--- config.mk ---
export PLATFORM = sky130hd
export DESIGN_NAME = process_slot_table_run_queue_top
export DESIGN_NICKNAME = d
export VERILOG_FILES = /design/src/rtl/pstrq_pkg.sv /design/src/rtl/process_slot_table_run_queue_top.sv /design/src/rtl/pstrq_table.sv
export SDC_FILE = /design/constraint.sdc
export NUM_CORES = 2
export LEC_CHECK = 0
export BUFFER_PORTS_ARGS = -buffer_cell sky130_fd_sc_hd__buf_4
export CAP_MARGIN = 40
export CORE_ASPECT_RATIO = 2
export CORE_MARGIN = 2
export CORE_UTILIZATION = 60
export DETAILED_ROUTE_END_ITERATION = 8
export GPL_TIMING_DRIVEN = 0
export PLACE_DENSITY = 0.76
export SLEW_MARGIN = 20
export SYNTH_ARGS = -nofsm -noshare
export SYNTH_HDL_FRONTEND = slang
export SYNTH_SLANG_ARGS = --single-unit
export TNS_END_PERCENT = 30
--- constraint.sdc ---
create_clock -name i_clk -period 9.4 [get_ports i_clk]
set_input_delay 1.41 -clock i_clk [delete_from_list [all_inputs] [get_ports i_clk]]
set_output_delay 1.41 -clock i_clk [all_outputs]
set_load 0.1 [all_outputs]
--- src/rtl/pstrq_pkg.sv ---
// ----------------------------------------------------------------------------
// pstrq_pkg: shared types and codes for the process slot table
// Slot state, command, status codes, sequencer states and table write strobes.
// ----------------------------------------------------------------------------
package pstrq_pkg;

    // slot states
    localparam logic [2:0] ST_FREE     = 3'd0;
    localparam logic [2:0] ST_RUNNABLE = 3'd1;
    localparam logic [2:0] ST_RUNNING  = 3'd2;
    localparam logic [2:0] ST_WAITING  = 3'd3;
    localparam logic [2:0] ST_EXITED   = 3'd4;
    localparam logic [2:0] ST_RETIRED  = 3'd5;

    // commands
    localparam logic [3:0] ACT_SPAWN    = 4'd0;
    localparam logic [3:0] ACT_DISPATCH = 4'd1;
    localparam logic [3:0] ACT_YIELD    = 4'd2;
    localparam logic [3:0] ACT_WAIT     = 4'd3;
    localparam logic [3:0] ACT_WAKE     = 4'd4;
    localparam logic [3:0] ACT_REQUEUE  = 4'd5;
    localparam logic [3:0] ACT_EXIT     = 4'd6;
    localparam logic [3:0] ACT_ALIVE    = 4'd7;
    localparam logic [3:0] ACT_RUNHEAD  = 4'd8;

    // result status
    localparam logic [1:0] RS_OK       = 2'd0;
    localparam logic [1:0] RS_LIMIT    = 2'd1;
    localparam logic [1:0] RS_BADPID   = 2'd2;
    localparam logic [1:0] RS_BADSTATE = 2'd3;

    localparam logic [6:0] MAX_LIVE_RST = 7'd64;

    typedef enum logic [7:0] {
        S_CLR     = 8'b0000_0001,
        S_IDLE    = 8'b0000_0010,
        S_SCAN_RD = 8'b0000_0100,
        S_SCAN_CK = 8'b0000_1000,
        S_CK      = 8'b0001_0000,
        S_APP1    = 8'b0010_0000,
        S_APP2    = 8'b0100_0000,
        S_DONE    = 8'b1000_0000
    } t_fsm;

    // write strobes of the three table memories
    typedef struct packed {
        logic sg;
        logic nx;
        logic pv;
    } t_tbl_we;

endpackage

--- src/rtl/process_slot_table_run_queue_top.sv ---
// ----------------------------------------------------------------------------
// process_slot_table_run_queue_top: process slot table with FIFO run queue
// Sequencer over the slot table memories for spawn, dispatch, yield, wait,
// wake, requeue, exit, alive and run-head requests.
// ----------------------------------------------------------------------------
// Usage:
//   Requests enter on the s-side stream (i_s_tvalid/o_s_tready/i_s_tdata),
//   one result leaves per request on the m-side stream (o_m_tvalid/
//   i_m_tready/o_m_tdata). max_live is written through i_cfg_we/i_cfg_wdata
//   while no request is in flight.
//   Every request runs through the single table read port and one sequencer:
//     run head, unknown request and a spawn refused at once go straight to
//     the final step; alive, wait, dispatch and exit check the slot first;
//     yield, wake and requeue, when accepted, then append to the queue (a
//     second link step when the queue is not empty); spawn reads and checks
//     each slot from the free hint until it finds one, then appends it.
//   The block takes one request at a time; o_s_tready is high only when idle.
//   A finished result sits in the output register; the next request is taken
//   while it waits, and that request holds in its last step until the
//   receiver takes the earlier result.
//   After reset the slot table is cleared one slot a cycle, during which
//   o_s_tready stays low; config writes are taken meanwhile.
// ----------------------------------------------------------------------------
module process_slot_table_run_queue_top #(
    parameter int NSLOT   = 64,
    parameter int GEN_MAX = 255
) (
    input  logic        i_clk,
    input  logic        i_rst_n,
    input  logic        i_cfg_we,
    input  logic [6:0]  i_cfg_wdata,  // max_live
    input  logic        i_s_tvalid,
    output logic        o_s_tready,
    input  logic [23:0] i_s_tdata,    // action[3:0], pid_slot[9:4], pid_generation[17:10]
    output logic        o_m_tvalid,
    input  logic        i_m_tready,
    output logic [23:0] o_m_tdata     // status[1:0], out_slot[7:2], out_generation[15:8], flag[16]
);

    localparam int SW = $clog2(NSLOT);
    localparam int GW = $clog2(GEN_MAX + 1);
    localparam int LW = SW + 1;
    localparam int HW = SW + 1;
    localparam int PW = (SW > 6) ? SW : 6;
    localparam int EW = (GW > 8) ? GW : 8;
    localparam int CW = (HW > 7) ? HW : 7;
    localparam logic [LW-1:0] LINK_NONE = {1'b1, {SW{1'b0}}};

    // request fields
    logic [3:0]    in_act;
    logic [PW-1:0] in_slot_w;
    logic [SW-1:0] in_slot;
    logic          in_slot_ok;
    logic [7:0]    in_gen;

    assign in_act     = i_s_tdata[3:0];
    assign in_slot_w  = PW'(i_s_tdata[9:4]);
    assign in_slot    = in_slot_w[SW-1:0];
    assign in_slot_ok = 32'(in_slot_w) < 32'(NSLOT);
    assign in_gen     = i_s_tdata[17:10];

    pstrq_pkg::t_fsm r_fsm, n_fsm;
    logic [3:0]    r_act, n_act;
    logic [SW-1:0] r_s, n_s;
    logic          r_s_ok, n_s_ok;
    logic [7:0]    r_g, n_g;
    logic [HW-1:0] r_k, n_k;
    logic [HW-1:0] r_hint, n_hint;
    logic [HW-1:0] r_live, n_live;
    logic [LW-1:0] r_head, n_head;
    logic [LW-1:0] r_tail, n_tail;
    logic [6:0]    r_max_live;
    logic [1:0]    r_status, n_status;
    logic [5:0]    r_oslot, n_oslot;
    logic [7:0]    r_ogen, n_ogen;
    logic          r_flag, n_flag;
    logic          r_m_valid;
    logic [23:0]   r_m_data;

    // table ports
    pstrq_pkg::t_tbl_we we;
    logic [SW-1:0] sg_waddr, nx_waddr, pv_waddr, raddr;
    logic [GW+2:0] sg_wdata, sg_rdata;
    logic [LW-1:0] nx_wdata, pv_wdata, nx_rdata, pv_rdata;

    pstrq_table #(.SW(SW), .GW(GW)) u_table (
        .i_clk      (i_clk),
        .i_we       (we),
        .i_sg_waddr (sg_waddr),
        .i_sg_wdata (sg_wdata),
        .i_nx_waddr (nx_waddr),
        .i_nx_wdata (nx_wdata),
        .i_pv_waddr (pv_waddr),
        .i_pv_wdata (pv_wdata),
        .i_raddr    (raddr),
        .o_sg_rdata (sg_rdata),
        .o_nx_rdata (nx_rdata),
        .o_pv_rdata (pv_rdata)
    );

    logic [2:0]    rd_st;
    logic [GW-1:0] rd_gen;
    logic          pid_ok;
    logic          gen_at_max;
    logic [GW:0]   ng_w;
    logic [GW-1:0] ng;
    logic          accept;
    logic          out_free;

    assign rd_st      = sg_rdata[GW+2:GW];
    assign rd_gen     = sg_rdata[GW-1:0];
    assign pid_ok     = r_s_ok && (EW'(rd_gen) == EW'(r_g)) &&
                        (rd_st == pstrq_pkg::ST_RUNNABLE || rd_st == pstrq_pkg::ST_RUNNING ||
                         rd_st == pstrq_pkg::ST_WAITING);
    assign gen_at_max = 32'(rd_gen) == 32'(GEN_MAX);
    assign ng_w       = (GW + 1)'(rd_gen) + (GW + 1)'(1);
    assign ng         = (32'(ng_w) > 32'(GEN_MAX)) ? GW'(1) : ng_w[GW-1:0];
    assign o_s_tready = (r_fsm == pstrq_pkg::S_IDLE);
    assign accept     = i_s_tvalid && o_s_tready;
    assign out_free   = !r_m_valid || i_m_tready;

    always_comb begin
        n_fsm    = r_fsm;
        n_act    = r_act;
        n_s      = r_s;
        n_s_ok   = r_s_ok;
        n_g      = r_g;
        n_k      = r_k;
        n_hint   = r_hint;
        n_live   = r_live;
        n_head   = r_head;
        n_tail   = r_tail;
        n_status = r_status;
        n_oslot  = r_oslot;
        n_ogen   = r_ogen;
        n_flag   = r_flag;
        we       = '0;
        sg_waddr = r_s;
        sg_wdata = {rd_st, rd_gen};
        nx_waddr = r_s;
        nx_wdata = LINK_NONE;
        pv_waddr = r_s;
        pv_wdata = r_tail;
        raddr    = r_s;

        case (r_fsm)
            pstrq_pkg::S_CLR: begin
                we.sg    = 1'b1;
                sg_waddr = r_k[SW-1:0];
                sg_wdata = {pstrq_pkg::ST_FREE, {GW{1'b0}}};
                if (r_k == HW'(NSLOT - 1)) begin
                    n_k   = '0;
                    n_fsm = pstrq_pkg::S_IDLE;
                end else begin
                    n_k = r_k + HW'(1);
                end
            end
            pstrq_pkg::S_IDLE: begin
                raddr = in_slot;
                if (accept) begin
                    n_act    = in_act;
                    n_s      = in_slot;
                    n_s_ok   = in_slot_ok;
                    n_g      = in_gen;
                    n_status = pstrq_pkg::RS_OK;
                    n_oslot  = '0;
                    n_ogen   = '0;
                    n_flag   = 1'b0;
                    case (in_act)
                        pstrq_pkg::ACT_SPAWN: begin
                            if (CW'(r_live) >= CW'(r_max_live) ||
                                32'(r_hint) >= 32'(NSLOT)) begin
                                n_status = pstrq_pkg::RS_LIMIT;
                                n_fsm    = pstrq_pkg::S_DONE;
                            end else begin
                                n_k   = r_hint;
                                n_fsm = pstrq_pkg::S_SCAN_RD;
                            end
                        end
                        pstrq_pkg::ACT_DISPATCH, pstrq_pkg::ACT_YIELD, pstrq_pkg::ACT_WAIT,
                        pstrq_pkg::ACT_WAKE, pstrq_pkg::ACT_REQUEUE, pstrq_pkg::ACT_EXIT,
                        pstrq_pkg::ACT_ALIVE: begin
                            n_fsm = pstrq_pkg::S_CK;
                        end
                        pstrq_pkg::ACT_RUNHEAD: begin
                            if (!r_head[SW]) begin
                                n_oslot = 6'(r_head[SW-1:0]);
                                n_flag  = 1'b1;
                            end
                            n_fsm = pstrq_pkg::S_DONE;
                        end
                        default: begin
                            n_fsm = pstrq_pkg::S_DONE;
                        end
                    endcase
                end
            end
            pstrq_pkg::S_SCAN_RD: begin
                raddr = r_k[SW-1:0];
                n_fsm = pstrq_pkg::S_SCAN_CK;
            end
            pstrq_pkg::S_SCAN_CK: begin
                sg_waddr = r_k[SW-1:0];
                if (rd_st == pstrq_pkg::ST_EXITED && gen_at_max) begin
                    // retire for good and keep scanning
                    we.sg    = 1'b1;
                    sg_wdata = {pstrq_pkg::ST_RETIRED, rd_gen};
                end
                if ((rd_st == pstrq_pkg::ST_FREE || rd_st == pstrq_pkg::ST_EXITED) &&
                    !(rd_st == pstrq_pkg::ST_EXITED && gen_at_max)) begin
                    we.sg    = 1'b1;
                    sg_wdata = {pstrq_pkg::ST_RUNNABLE, ng};
                    n_s      = r_k[SW-1:0];
                    n_hint   = r_k + HW'(1);
                    n_live   = r_live + HW'(1);
                    n_oslot  = 6'(r_k);
                    n_ogen   = 8'(EW'(ng));
                    n_fsm    = pstrq_pkg::S_APP1;
                end else if (r_k == HW'(NSLOT - 1)) begin
                    n_status = pstrq_pkg::RS_LIMIT;
                    n_fsm    = pstrq_pkg::S_DONE;
                end else begin
                    n_k   = r_k + HW'(1);
                    n_fsm = pstrq_pkg::S_SCAN_RD;
                end
            end
            pstrq_pkg::S_CK: begin
                n_fsm = pstrq_pkg::S_DONE;
                case (r_act)
                    pstrq_pkg::ACT_DISPATCH: begin
                        if (!pid_ok) begin
                            n_status = pstrq_pkg::RS_BADPID;
                        end else if (rd_st != pstrq_pkg::ST_RUNNABLE) begin
                            n_status = pstrq_pkg::RS_BADSTATE;
                        end else begin
                            we.sg    = 1'b1;
                            sg_wdata = {pstrq_pkg::ST_RUNNING, rd_gen};
                        end
                    end
                    pstrq_pkg::ACT_YIELD, pstrq_pkg::ACT_WAIT: begin
                        if (!pid_ok) begin
                            n_status = pstrq_pkg::RS_BADPID;
                        end else if (rd_st != pstrq_pkg::ST_RUNNING) begin
                            n_status = pstrq_pkg::RS_BADSTATE;
                        end else if (r_act == pstrq_pkg::ACT_YIELD) begin
                            we.sg    = 1'b1;
                            sg_wdata = {pstrq_pkg::ST_RUNNABLE, rd_gen};
                            n_fsm    = pstrq_pkg::S_APP1;
                        end else begin
                            we.sg    = 1'b1;
                            sg_wdata = {pstrq_pkg::ST_WAITING, rd_gen};
                        end
                    end
                    pstrq_pkg::ACT_WAKE: begin
                        if (!r_s_ok) begin
                            n_status = pstrq_pkg::RS_BADPID;
                        end else if (rd_st != pstrq_pkg::ST_WAITING) begin
                            n_status = pstrq_pkg::RS_BADSTATE;
                        end else begin
                            we.sg    = 1'b1;
                            sg_wdata = {pstrq_pkg::ST_RUNNABLE, rd_gen};
                            n_fsm    = pstrq_pkg::S_APP1;
                        end
                    end
                    pstrq_pkg::ACT_REQUEUE: begin
                        if (!r_s_ok) begin
                            n_status = pstrq_pkg::RS_BADPID;
                        end else if (rd_st != pstrq_pkg::ST_RUNNABLE) begin
                            n_status = pstrq_pkg::RS_BADSTATE;
                        end else begin
                            n_fsm = pstrq_pkg::S_APP1;
                        end
                    end
                    pstrq_pkg::ACT_EXIT: begin
                        if (pid_ok) begin
                            we.sg    = 1'b1;
                            sg_wdata = {pstrq_pkg::ST_EXITED, rd_gen};
                            if (HW'(r_s) < r_hint) begin
                                n_hint = HW'(r_s);
                            end
                            if (r_live != '0) begin
                                n_live = r_live - HW'(1);
                            end
                            n_flag = 1'b1;
                        end
                    end
                    pstrq_pkg::ACT_ALIVE: begin
                        n_flag = pid_ok;
                    end
                    default: begin
                    end
                endcase
                // unlink the slot when it leaves the queue or moves to its end
                if (rd_st == pstrq_pkg::ST_RUNNABLE &&
                    ((r_act == pstrq_pkg::ACT_DISPATCH && pid_ok) ||
                     (r_act == pstrq_pkg::ACT_EXIT && pid_ok) ||
                     (r_act == pstrq_pkg::ACT_REQUEUE && r_s_ok))) begin
                    if (pv_rdata[SW]) begin
                        n_head = nx_rdata;
                    end else begin
                        we.nx    = 1'b1;
                        nx_waddr = pv_rdata[SW-1:0];
                        nx_wdata = nx_rdata;
                    end
                    if (nx_rdata[SW]) begin
                        n_tail = pv_rdata;
                    end else begin
                        we.pv    = 1'b1;
                        pv_waddr = nx_rdata[SW-1:0];
                        pv_wdata = pv_rdata;
                    end
                end
            end
            pstrq_pkg::S_APP1: begin
                we.pv    = 1'b1;
                pv_waddr = r_s;
                pv_wdata = r_tail;
                we.nx    = 1'b1;
                if (r_tail[SW]) begin
                    nx_waddr = r_s;
                    nx_wdata = LINK_NONE;
                    n_head   = {1'b0, r_s};
                    n_tail   = {1'b0, r_s};
                    n_fsm    = pstrq_pkg::S_DONE;
                end else begin
                    nx_waddr = r_tail[SW-1:0];
                    nx_wdata = {1'b0, r_s};
                    n_fsm    = pstrq_pkg::S_APP2;
                end
            end
            pstrq_pkg::S_APP2: begin
                we.nx    = 1'b1;
                nx_waddr = r_s;
                nx_wdata = LINK_NONE;
                n_tail   = {1'b0, r_s};
                n_fsm    = pstrq_pkg::S_DONE;
            end
            pstrq_pkg::S_DONE: begin
                // hold until the output register frees up
                if (out_free) begin
                    n_fsm = pstrq_pkg::S_IDLE;
                end
            end
            default: begin
                n_fsm = pstrq_pkg::S_IDLE;
            end
        endcase
    end

    always_ff @(posedge i_clk) begin
        if (!i_rst_n) begin
            r_fsm      <= pstrq_pkg::S_CLR;
            r_k        <= '0;
            r_hint     <= '0;
            r_live     <= '0;
            r_head     <= LINK_NONE;
            r_tail     <= LINK_NONE;
            r_max_live <= pstrq_pkg::MAX_LIVE_RST;
            r_m_valid  <= 1'b0;
        end else begin
            r_fsm  <= n_fsm;
            r_k    <= n_k;
            r_hint <= n_hint;
            r_live <= n_live;
            r_head <= n_head;
            r_tail <= n_tail;
            if (i_cfg_we) begin
                r_max_live <= i_cfg_wdata;
            end
            if (r_m_valid && i_m_tready) begin
                r_m_valid <= 1'b0;
            end
            if (r_fsm == pstrq_pkg::S_DONE && out_free) begin
                r_m_valid <= 1'b1;
            end
        end
    end

    always_ff @(posedge i_clk) begin
        r_act    <= n_act;
        r_s      <= n_s;
        r_s_ok   <= n_s_ok;
        r_g      <= n_g;
        r_status <= n_status;
        r_oslot  <= n_oslot;
        r_ogen   <= n_ogen;
        r_flag   <= n_flag;
        if (r_fsm == pstrq_pkg::S_DONE && out_free) begin
            r_m_data <= {7'd0, r_flag, r_ogen, r_oslot, r_status};
        end
    end

    assign o_m_tvalid = r_m_valid;
    assign o_m_tdata  = r_m_data;

    // queue ends are empty together
    a_head_tail: assert property (@(posedge i_clk) disable iff (!i_rst_n)
        r_head[SW] == r_tail[SW])
        else $error("run queue head and tail disagree on empty");

    a_live_bound: assert property (@(posedge i_clk) disable iff (!i_rst_n)
        32'(r_live) <= 32'(NSLOT))
        else $error("live count above slot count");

    a_hint_bound: assert property (@(posedge i_clk) disable iff (!i_rst_n)
        32'(r_hint) <= 32'(NSLOT))
        else $error("free hint beyond table");

    a_busy_after_accept: assert property (@(posedge i_clk) disable iff (!i_rst_n)
        accept |=> !o_s_tready)
        else $error("request taken while previous one in flight");

    a_result_from_done: assert property (@(posedge i_clk) disable iff (!i_rst_n)
        $rose(o_m_tvalid) |-> $past(r_fsm) == pstrq_pkg::S_DONE)
        else $error("result raised outside final step");

endmodule

--- src/rtl/pstrq_table.sv ---
// ----------------------------------------------------------------------------
// pstrq_table: slot table storage
// State/generation, next link and prev link memories; one shared read address,
// an independent write port per memory, registered read data.
// ----------------------------------------------------------------------------
module pstrq_table #(
    parameter int SW = 6,
    parameter int GW = 8
) (
    input  logic              i_clk,
    input  pstrq_pkg::t_tbl_we i_we,
    input  logic [SW-1:0]     i_sg_waddr,
    input  logic [GW+2:0]     i_sg_wdata,
    input  logic [SW-1:0]     i_nx_waddr,
    input  logic [SW:0]       i_nx_wdata,
    input  logic [SW-1:0]     i_pv_waddr,
    input  logic [SW:0]       i_pv_wdata,
    input  logic [SW-1:0]     i_raddr,
    output logic [GW+2:0]     o_sg_rdata,
    output logic [SW:0]       o_nx_rdata,
    output logic [SW:0]       o_pv_rdata
);

    localparam int DEPTH = 1 << SW;

    logic [GW+2:0] mem_sg [DEPTH];
    logic [SW:0]   mem_nx [DEPTH];
    logic [SW:0]   mem_pv [DEPTH];

    logic [GW+2:0] r_sg_rdata;
    logic [SW:0]   r_nx_rdata;
    logic [SW:0]   r_pv_rdata;

    always_ff @(posedge i_clk) begin
        if (i_we.sg) begin
            mem_sg[i_sg_waddr] <= i_sg_wdata;
        end
        if (i_we.nx) begin
            mem_nx[i_nx_waddr] <= i_nx_wdata;
        end
        if (i_we.pv) begin
            mem_pv[i_pv_waddr] <= i_pv_wdata;
        end
        r_sg_rdata <= mem_sg[i_raddr];
        r_nx_rdata <= mem_nx[i_raddr];
        r_pv_rdata <= mem_pv[i_raddr];
    end

    assign o_sg_rdata = r_sg_rdata;
    assign o_nx_rdata = r_nx_rdata;
    assign o_pv_rdata = r_pv_rdata;

endmodule

==> results.sh <==
export IMPL_status="finished with violations"
export IMPL_violations="DRC"
export IMPL_final_min_clock_period_ns=5.42
export IMPL_worstRegToRegCells=10
export IMPL_place_area_sq_um=75200
export IMPL_fmax_mhz=185
export IMPL_grt_overflow=0
export IMPL_wire_per_inst_microns=33.1
export IMPL_drc_errors=1
export IMPL_synth_compound_area_share_pct=6.71
export IMPL_setup_viol=0
export IMPL_min_path_cells=0
export IMPL_avgViaCountPerCell=6.67
export IMPL_powerDensity_nw_per_um2=208
export IMPL_rsz0062_at_grt="no"
export IMPL_placed_cells=7348
export IMPL_clockBufferDepth=3
export IMPL_yosys_mux_area_fraction_pct=1.27
export IMPL_crit_path_max_fanout=10
export IMPL_min_period_over_period_pct=57.6
export IMPL_crit_required_ns=10.13
export IMPL_ir_drop_mv=0.204
export IMPL_synth_commonest_cells="edfxtp_1, nand2_1, nand3_1, nor2_1, a31oi_1"
export IMPL_critPathLaunchType="flop"
export IMPL_ant_nets=0
export IMPL_synthAdderAreaFrac_pct=0.381
export IMPL_synth_simple_area_share_pct=16.4
export IMPL_synth_cell_types=87
export IMPL_layout_drive_gt1_share_pct=11.5
export IMPL_drv_slew=0
export IMPL_path_class="flop to flop"
export IMPL_die_w_microns=247
export IMPL_grt_antenna_before_repair=25
export IMPL_htree_levels=4
export IMPL_dieHeight_microns=490
export IMPL_design_area_sq_um=80500
export IMPL_vias=51000
export IMPL_ys_ff_latch=1728
export IMPL_cts_made_buffers=144
export IMPL_syn_inst=5647
export IMPL_hold_buffers=0
export IMPL_arrival_ns=6.15
export IMPL_holdCritPathClass="flop to flop"
export IMPL_num_io_pins=62
export IMPL_wl_mm=253
export IMPL_whs_ns=0.418
export IMPL_area_growth_pct=13.6
export IMPL_finalClockSkew_ns=0.0393
export IMPL_place_ws_ns=3.76
export IMPL_synth_top_family_by_area="simple AND/OR/NAND/NOR gates"
export IMPL_synth_area_per_cell_sq_um=12.6
export IMPL_leakagePower_nw=28.8
export IMPL_track_usage_pct=42.2
export IMPL_yosysSeqAreaShare_pct=72.1
export IMPL_clock_latency_ns=0.81
export IMPL_first_pass_iters=9
export IMPL_routabilityCongestion=1.04
export IMPL_synth_edf_count=1652
export IMPL_numPortBuffers=47
export IMPL_worst_pin_slew_ns=1.22
export IMPL_postCtsSetupRepairBufs=0
export IMPL_netlist_area_sq_um=70900
export IMPL_num_rows=178
export IMPL_synth_xor_area_share_pct=0.357
export IMPL_setup_slack_ns=3.98
export IMPL_final_nets=6038
export IMPL_dp_hpwl_mm=184
export IMPL_die_area_sq_um=121000
export IMPL_grt_pass1_vias=49500
export IMPL_yosysTopAreaCell="edfxtp_1"
export IMPL_first_iter_violations=7138
export IMPL_yosysMostFrequentCell="edfxtp_1"
export IMPL_yosys_warnings=0
export IMPL_hold_viol=0
export IMPL_initial_core_util_pct=60.4
export IMPL_cts_sinks=1728
export IMPL_synth_top_area_share_pct=70.0
export IMPL_layout_cells_non_filler=7656
export IMPL_max_cap_violations=0
export IMPL_cts_tree="done"
export IMPL_tns_ns=0
export IMPL_clkTransAtPathRegs_ns=0.08
export IMPL_core_area_sq_um=117000
export IMPL_cts_resized=0
export IMPL_ys_flop_type="edfxtp_1"
export IMPL_root_buffer="clkbuf_16"
export IMPL_slew_headroom_pct=18.4
export IMPL_yosys_top_cells_area="edfxtp_1, nand2_1, nand3_1"
export IMPL_grt_max_degree=48
export IMPL_synth_async_sr_flop_share_pct=0
export IMPL_end_kind="flop"
export IMPL_grt_pass1_wl_mm=350
-- logic make-up after synthesis --
kind of cell / after synthesis
AOI/OAI and AO/OA: 654
adders and majority gates: 21
DFF: 1728
and+or+nand+nor: 2704
other: 1
muxes: 89
xor gates and xnor gates: 28
buffers and inverters: 422
-- cell type report --
| cell class | instances | area, sq um |
|---|---|---|
| diodes | 24 | 60.1 |
| multi-input cells | 3503 | 18200 |
| plain buffers | 387 | 1830 |
| flip-flops and latches | 1728 | 51100 |
| clock inverters | 93 | 1220 |
| fillers | 8034 | 36800 |
| inverters | 35 | 131 |
| well taps | 1530 | 1910 |
| clock buffers | 174 | 3830 |
| repair buffers | 182 | 2170 |
-- final timing paths --
path,start,end,slack [ns]
max reg2reg,r_s[5]$_DFFE_PP_,u_table.o_pv_rdata[1]$_DFF_P_,3.98
min reg2reg,r_ogen[7]$_SDFFCE_PN0P_,o_m_tdata[15]$_DFFE_PP_,0.42
max,r_s[5]$_DFFE_PP_,u_table.o_pv_rdata[1]$_DFF_P_,3.98
min,r_ogen[7]$_SDFFCE_PN0P_,o_m_tdata[15]$_DFFE_PP_,0.42
-- layout by cell type, fill, tap and decap left out, types with 85 or more instances in the layout --
cell / Yosys / routed
nand3_1: 542 / 541
nand2_1: 1596 / 1594
edfxtp_1: 1652 / 1652
clkbuf_1: 170 / 190
a31oi_1: 202 / 200
a311oi_1: 85 / 85
buf_2: 151 / 161
nor2_1: 288 / 267
buf_4: 37 / 132
clkbuf_16: 0 / 148
and3_1: 159 / 159
-- critical path, stage by stage (launching register included) --
cell and delay, ns:
edfxtp_1 0.37, clkbuf_1 0.60, inv_1 0.39, a211o_1 0.38, a22oi_2 0.71, nor2b_1 0.21
clkbuf_1 0.46, clkbuf_1 0.71, o2111ai_1 0.73, nand3_1 0.49, o22a_1 0.24
-- routing by layer --
layer	part of all wire, %	wire, microns	vias to the layer above	GRT usage, %
li1	-	-	21400	-
met1	29	73100	24400	42.4
met2	48	122000	3941	68.1
met3	10	25800	1224	11.3
met4	13	32000	4	43.6
met5	0.0099	25	-	0
-- flip-flops by register name (all words and copies together) (netlist names), 8 cells and up --
signal / count
r_fsm: 8
u_table.o_sg_rdata: 11
r_g: 8
r_ogen: 8
u_table.mem_nx: 448
u_table.mem_sg: 704
u_table.mem_pv: 448
o_m_tdata: 17
-- where the power goes --
group	internal (mW)	leakage, nW	total, mW	switching (mW)
clock network	3.64	2.43	6.49	2.85
logic	0.400	9.26	1.66	1.26
registers	8.55	17.1	8.63	0.0715
total	12.6	28.8	16.8	4.18
-- metrics by stage --
stage	utilization [%]	power, mW
floorplan	-	9.55
global placement	62.3	10.2
detailed placement	64.1	10.3
CTS	68.4	16.6
global route	68.6	17.0
finish	68.6	16.8
(Power assumes the default switching activity.)
